File: src/sv/rmet_pkg.sv
// Package: shared constants and a helper function for the rational map escape-time block.
`timescale 1ns / 1ps

package rmet_pkg;

    localparam int QW = 32;
    localparam int NW = 48;
    localparam int CW = 10;

    localparam logic [1:0] OUT_ESCAPED = 2'd0;
    localparam logic [1:0] OUT_ZERO    = 2'd1;
    localparam logic [1:0] OUT_LIMIT   = 2'd2;

    localparam logic [1:0] REG_MULT_RE = 2'd0;
    localparam logic [1:0] REG_MULT_IM = 2'd1;
    localparam logic [1:0] REG_ESC     = 2'd2;
    localparam logic [1:0] REG_ZERO    = 2'd3;

    localparam logic signed [QW-1:0] MULT_RE_RST = 32'sd6171856;
    localparam logic [NW-1:0] ESC_RST  = 48'd42949672960000;
    localparam logic [NW-1:0] ZERO_RST = 48'd429497;

    localparam logic signed [QW-1:0] Q_FOUR    = 32'sh0400_0000;
    localparam logic signed [QW-1:0] Q_QUARTER = 32'sh0040_0000;

    // Saturate a wide signed value to 32 bits.
    function automatic logic signed [QW-1:0] sat32(input logic signed [66:0] v);
        logic signed [66:0] hi;
        logic signed [66:0] lo;
        hi = 67'sd2147483647;
        lo = -67'sd2147483648;
        if (v > hi) return 32'sh7fff_ffff;
        else if (v < lo) return 32'sh8000_0000;
        else return v[QW-1:0];
    endfunction

endpackage

File: src/sv/rmet_div.sv
// Restoring divider: sign * floor(mag * 2^22 / den), saturated to 32 bits.
`timescale 1ns / 1ps

module rmet_div (
    input  logic                   clk,
    input  logic                   rst_n,
    input  logic                   start,
    input  logic [64:0]            mag,
    input  logic                   neg,
    input  logic [63:0]            den,
    output logic                   done,
    output logic signed [31:0]     quo
);
    import rmet_pkg::*;

    // Long division over mag*2^22: 87 numerator bits, one per cycle.
    localparam int NB = 87;

    logic [NB-1:0] num_reg, num_next;
    logic [64:0]   rem_reg, rem_next;
    logic [NB-1:0] q_reg, q_next;
    logic [6:0]    cnt_reg, cnt_next;
    logic          busy_reg, busy_next;
    logic          neg_reg, neg_next;
    logic          done_reg, done_next;

    logic [65:0]   trial;
    logic [65:0]   diff;

    always_comb
    begin
        trial     = {rem_reg, num_reg[NB-1]};
        diff      = trial - {2'b0, den};
        num_next  = num_reg;
        rem_next  = rem_reg;
        q_next    = q_reg;
        cnt_next  = cnt_reg;
        busy_next = busy_reg;
        neg_next  = neg_reg;
        done_next = 1'b0;
        if (start)
        begin
            num_next  = {mag, 22'd0};
            rem_next  = '0;
            q_next    = '0;
            cnt_next  = '0;
            busy_next = 1'b1;
            neg_next  = neg;
        end
        else if (busy_reg)
        begin
            num_next = {num_reg[NB-2:0], 1'b0};
            if (!diff[65])
            begin
                rem_next = diff[64:0];
                q_next   = {q_reg[NB-2:0], 1'b1};
            end
            else
            begin
                rem_next = trial[64:0];
                q_next   = {q_reg[NB-2:0], 1'b0};
            end
            cnt_next = cnt_reg + 7'd1;
            if (cnt_reg == 7'(NB - 1))
            begin
                busy_next = 1'b0;
                done_next = 1'b1;
            end
        end
    end

    always_ff @(posedge clk or negedge rst_n)
    begin
        if (!rst_n)
        begin
            busy_reg <= 1'b0;
            done_reg <= 1'b0;
            cnt_reg  <= '0;
        end
        else
        begin
            busy_reg <= busy_next;
            done_reg <= done_next;
            cnt_reg  <= cnt_next;
        end
    end

    always_ff @(posedge clk)
    begin
        num_reg <= num_next;
        rem_reg <= rem_next;
        q_reg   <= q_next;
        neg_reg <= neg_next;
    end

    logic signed [66:0] qs;
    always_comb
    begin
        qs = '0;
        if (q_reg[NB-1:31] != '0)
            quo = neg_reg ? 32'sh8000_0000 : 32'sh7fff_ffff;
        else
        begin
            qs  = neg_reg ? -$signed({36'd0, q_reg[30:0]}) : $signed({36'd0, q_reg[30:0]});
            quo = sat32(qs);
        end
    end

    assign done = done_reg;

endmodule
File: config.mk
export PLATFORM = sky130hd
export DESIGN_NAME = rmet_div
export DESIGN_NICKNAME = d
export VERILOG_FILES = /design/src/sv/rmet_pkg.sv /design/src/sv/rmet_div.sv
export SDC_FILE = /design/constraint.sdc
export NUM_CORES = 1
export LEC_CHECK = 0
export BUFFER_PORTS_ARGS = -buffer_cell sky130_fd_sc_hd__buf_2
export CORE_ASPECT_RATIO = 0.7
export CORE_MARGIN = 2
export CORE_UTILIZATION = 35
export CTS_CLUSTER_DIAMETER = 40
export DETAILED_ROUTE_END_ITERATION = 6
export HOLD_SLACK_MARGIN = 0.06
export PLACE_DENSITY = 0.65
export SYNTH_ARGS = -nofsm -noshare
export SYNTH_HDL_FRONTEND = slang
export SYNTH_SLANG_ARGS = --single-unit
File: constraint.sdc
create_clock -name clk -period 3.5 [get_ports clk]
set_input_delay 0.7 -clock clk [delete_from_list [all_inputs] [get_ports clk]]
set_output_delay 0.7 -clock clk [all_outputs]
set_load 0.005 [all_outputs]
Word level (Yosys, flattened, before mapping)
Index checks and enable logic that the tools add are counted.
{"block": "word_totals", "romBits": 0, "latch_bits": 0, "mem_bits_rw": 0, "word_cells": 32, "regBits": 227, "out_inout_bits": 33, "mem_count": 0}
{"block": "classes", "mux": 17, "n_mul": 0, "bitwise": 0, "n_div": 0, "addsub": 3, "eq_ne": 1, "n_reduce_logical": 2, "order_cmp": 2, "shift": 0}
{"op": "$mux W87", "count": 2}
{"op": "$mux W32", "count": 4}
{"op": "$gt A67 B32 Y1 const B", "count": 1}
{"op": "$lt A67 B32 Y1 const B", "count": 1}
{"op": "$mux W67", "count": 1}
{"op": "$neg A31 Y67", "count": 1}
{"op": "$sub A66 B64 Y66", "count": 1}
{"op": "$mux W65", "count": 1}
{"op": "$reduce_bool A56 Y1", "count": 1}
{"op": "$mux W7", "count": 2}
{"op": "$add A7 B1 Y7 const B", "count": 1}
{"op": "$eq A7 B7 Y1 const B", "count": 1}
{"op": "$mux W1", "count": 7}
{"op": "$reduce_bool A2 Y1", "count": 1}

Longest topological paths before layout
{"block": "logic_depth", "ltp_word": 6, "depth_mapped": 16, "ltp_nobuf": 14}

Worst setup path before layout
No wires, ideal clock.
{"block": "synth_timing", "path_type": "reg2out", "from": "reg q_reg[10]", "to": "out quo[10]", "path_stages_with_launch": 12, "setup_slack_ns": -0.117, "path_buffers": 1, "required_time_ns": 2.800, "arrival_ns": 2.917, "cell_sequence": "dfxtp_1 or4_4 or3_4 or4_4 or3_4 nor4_4 nand2_1 and3_4 nor2_8 or2_4 buf_12 o21ai_2"}
{"block": "synth_between", "elab_chain_len": 6, "word_cells_on_any_way": 7, "classes_between": "add/sub (1); order compare (2); mux (4)"}
{"element": "start, declared", "line": "rmet_div.sv:21", "rtl": "logic [NB-1:0] q_reg, q_next;"}
{"element": "start signal, assigned", "line": "rmet_div.sv:92", "rtl": "q_reg <= q_next;"}
{"element": "$neg A31 Y67", "line": "rmet_div.sv:104", "rtl": "qs = neg_reg ? -$signed({36'd0, q_reg[30:0]}) : $signed({36'd0, q_reg[30:0]});"}
{"element": "$mux W67 *", "line": "rmet_div.sv:104"}
{"element": "$lt A67 B32 Y1", "line": "rmet_pkg.sv:33", "rtl": "else if (v < lo) return 32'sh8000_0000;"}
{"element": "$mux W32", "line": "rmet_pkg.sv:33"}
{"element": "$mux W32 *", "line": "rmet_pkg.sv:32", "rtl": "if (v > hi) return 32'sh7fff_ffff;"}
{"element": "$mux W32 *", "line": "rmet_div.sv:100", "rtl": "if (q_reg[NB-1:31] != '0)"}
{"element": "end, declared", "line": "rmet_div.sv:12", "rtl": "output logic signed [31:0] quo"}
Every way passes the cells marked *; elsewhere a longest branch is shown, timed or not.

Worst setup path in the final report
{"block": "layout_timing", "from": "reg q_reg[10]", "to": "out quo[19]"}
Same word-level chain as after synthesis.

==> summary.md <==
| Metric | Value |
|---|---|
| Synth async-reset ratio | 0.0396 |
| Most used DFF post-synth | dfxtp_1 |
| Synth top area share | 0.215 |
| Worst path cell trace | or4_4 > or3_4 > or4_4 > or3_4 > nor4_4 > nand2_1 > and3_4 > nor2_8 > buf_4 > a21oi_1 > buf_2 |
| Syn_nets | approximately 1800 |
| Layout area overhead | 28.0% |
| Crit path largest cell delay | around 0.53 ns |
| DR vias/cell | about 5.2 |
| Hold WS | between 0.3 and 0.4 ns |
| Initial Utilization | 0.356 |
| Leak pwr | about 8.5 nW |
| Die height | roughly 170 um |
| Largest net degree at the start of global routing | between 100 and 150 |
| Syn_area_per_cell | roughly 8.6 sq um |
| Startpoint Class | register |
| Drt first pass iters | 5 |
| Min-Delay Path Class | in -> reg |
| Cells after Synth | roughly 1600 |
| Area contributors post-synth | dfxtp_1 21%, edfxtp_1 14%, mux2i_1 6.8% |
| Max Slew Vio Count | 0 |
| Die Wd | about 240 um |
| HP Start | neg |
| DP Cell Count | ~2400 |
| Final setup violation count | 32 |
| Setup CP Type | reg -> out |
| Yosys warning count | 0 |
| Cell variety after synth | 75 |
| CTS tree | built |
| Initial antenna violation count | 4 |
| DP Area | ~17000 sq um |
| Final Cycle Share | 1.21 |
| H-tree depth | 2 |
| Final worst setup slack | -0.742 ns |
| Non-Filler Instances | 2500 |
| Placeable Area | 39800 sq um |
| Drt drc | 0 |
| Iteration-0 DRC Markers | roughly 950 |
| Worst setup EP type | output pin |
| Root Driver | clkbuf_16 |
| # rows | 61 |
| Highest Clock Rate | 236 MHz |
| Gr usage total | 0.183 |
| EDFF count, synth | 66 |
| FF-to-FF Start | rem_reg[18]$_SDFFE_PP0P_ |
| I/O Pins | 166 |
| Setup_tns | -22.36 ns |
| Critical path data arrival time | approximately 3.5 ns |
| Vias | around 13000 |
| Sequential area share after synthesis | 0.370 |
| Share of cells above drive strength 1 | 0.275 |
| PortBufs | between 150 and 200 |
| Worst relative slew slack | 0.429 |
| Number of global-route vias before repair | 12373 |
| DP HPWL | between 20000 and 30000 um |
| Worst Reg2Reg Path Length in Cells | 14 |
| Final net count | 2136 |
| WHS Path Cells | 1 |
| Status | finished with violations |
| Tightest Pin Transition | approximately 0.86 ns |
| Total grt overflow | 0 |
| Cell area after synthesis | between 10000 and 15000 sq um |
| Reg clk slew, reported paths | 0.06 ns |
| R2R Setup Slk | approximately 0.13 ns |
| Most frequent cells in the layout | 216 x nor2_1, 176 x buf_4, 164 x buf_2 |
| Worst EP required | roughly 2.8 ns |
| Worst path top cell family by delay | simple AND/OR/NAND/NOR gates |
| Switch share | 0.386 |
| Failing checks | negative setup slack |
| Clock buffer count from CTS | 36 |
| Power share of the combinational group | 0.505 |
| Hold EP | neg_reg$_DFFE_PP_ |
| Number of flip-flops in the largest register | between 80 and 90 |
| Post-route ant nets | 0 |
| Clk buf depth | 3 |
| First-pass GRT wire length | between 60000 and 70000 um |
| RePlAce Congestion | between 0.9 and 1 |
| Post-route clock skew | about 0.025 ns |
| R2R Path End | rem_reg[58]$_SDFFE_PP0P_ |
| Final Hold Viols | 0 |
| Psw | between 5 and 6 mW |
| Util after Layout | 0.456 |
| # clock sinks | 227 |
| Critical path's slowest cell | or4_4 |
| Crit path time final | roughly 4.2 ns |
| Die area | 42200 sq um |
| Fillers | 3863 |
| Synth area leader | dfxtp_1 |
| RSZ-0062 raised after global routing | true |
| Clk pwr share | 0.251 |
| Worst Path Buf+Inv | 2 |
| Clock latency on the worst-skew pair | ~0.53 ns |
| Max rail drop VDD | around 0.41 mV |
| Final non-filler cell area | about 18000 sq um |
| #FFs+latches synth | 227 |
| Internal | roughly 8.7 mW |
| Sequential Power Share | 0.243 |
| Critical Path Fanout Max | 13 |
| Power Density | 784 nW/um^2 |
| Total Wirelength | about 40000 um |
| Most common cell after layout, fill and taps aside | nor2_1 |
| Drt wl/cell | between 15 and 20 um |
| Max Cap Violations | 0 |
Yosys cell counts, drive strengths merged (7+ instances only):
cell type	n
nor3	33
dfrtp	9
nand3	26
o21bai	8
xnor2	43
ha	68
a31oi	20
nor2	220
or3	9
o31ai	10
nor2b	14
nand2b	11
o21ai	103
mux2i	96
dfxtp	152
inv	85
clkbuf	71
and3	13
or2	9
nand2	103
xor2	31
edfxtp	66
a211oi	49
a21oi	155
or4	7
buf	26
nand4	16
a21o	29
mux2	65
nor4	22
worst max-delay path by stage:
stage | startpoint | endpoint | slack [ns] | cells past startpoint
finish | q_reg[10]$_SDFFE_PP0P_ | quo[19] | -0.74 | 11
global route | q_reg[10]$_SDFFE_PP0P_ | quo[11] | -0.87 | 13
CTS | q_reg[10]$_SDFFE_PP0P_ | quo[5] | -0.76 | 11
detailed placement | den[19] | rem_reg[62]$_SDFFE_PP0P_ | -0.50 | 15
global placement | den[26] | rem_reg[43]$_SDFFE_PP0P_ | -0.33 | 16
floorplan | q_reg[10]$_SDFFE_PP0P_ | quo[10] | -0.04 | 11
through the flow:
step | total power [mW] | setup slack [ns]
finish | 14.2 | -0.742
global route | 15.3 | -0.871
CTS | 14.2 | -0.761
detailed placement | 10.4 | -0.501
global placement | 10.3 | -0.333
floorplan | 7.84 | -0.0376
cell type report:
class | count | area [sq um] | area share
diodes | 4 | 10.0 | 0.000551
clock buffers | 42 | 985 | 0.0542
clock inverters | 23 | 234 | 0.0129
inverters | 87 | 327 | 0.0180
multi-input cells | 1233 | 8380 | 0.462
flip-flops and latches | 227 | 5260 | 0.289
well taps | 535 | 669 | 0.0369
repair buffers | 349 | 2290 | 0.126
metal layers:
metal | share of wire | global-route usage
met2 | 0.41 | 0.267
met1 | 0.49 | 0.266
met5 | 0.00028 | 0
met3 | 0.084 | 0.0489
met4 | 0.017 | 0.0448
what timing repair did:
| item | in CTS | in global routing |
|---|---|---|
| gates resized for setup | 8 | 31 |
| cloned | 1 | 0 |
| endpoints found under the hold margin | 9 | 0 |
| hold buffers | 1 | 0 |
| pin swaps | 3 | 11 |
| setup endpoints to repair | 34 | 92 |
| setup buffers | 1 | 1 |
power by group through the flow:
stage | combinational (mW) | sequential [mW] | clock, mW
finish | 7.19 | 3.46 | 3.58
global route | 7.96 | 3.51 | 3.79
CTS | 6.99 | 3.46 | 3.70
detailed placement | 6.90 | 3.50 | 0
global placement | 6.82 | 3.50 | 0
floorplan | 4.46 | 3.38 | 0
worst reg2reg max path, delay by kind of cell, from the launching register on:
kind / cells / cell delay (ns)
and+or+nand+nor: 4 / 0.97
AOI/OAI and AO/OA: 6 / 1.13
xor gates and xnor gates: 1 / 0.19
DFF: 1 / 0.33
adders and majority gates: 1 / 0.34
buffers and inverters: 2 / 0.33
cells by family after synthesis:
| family | synth area share |
|---|---|
| buffers and inverters | 0.0514 |
| muxes | 0.119 |
| and+or+nand+nor | 0.166 |
| AOI/OAI and AO/OA | 0.185 |
| adders and majority gates | 0.0614 |
| DFF | 0.370 |
| xor gates and xnor gates | 0.0462 |
Note: power is estimated with default switching activity, not from simulation.
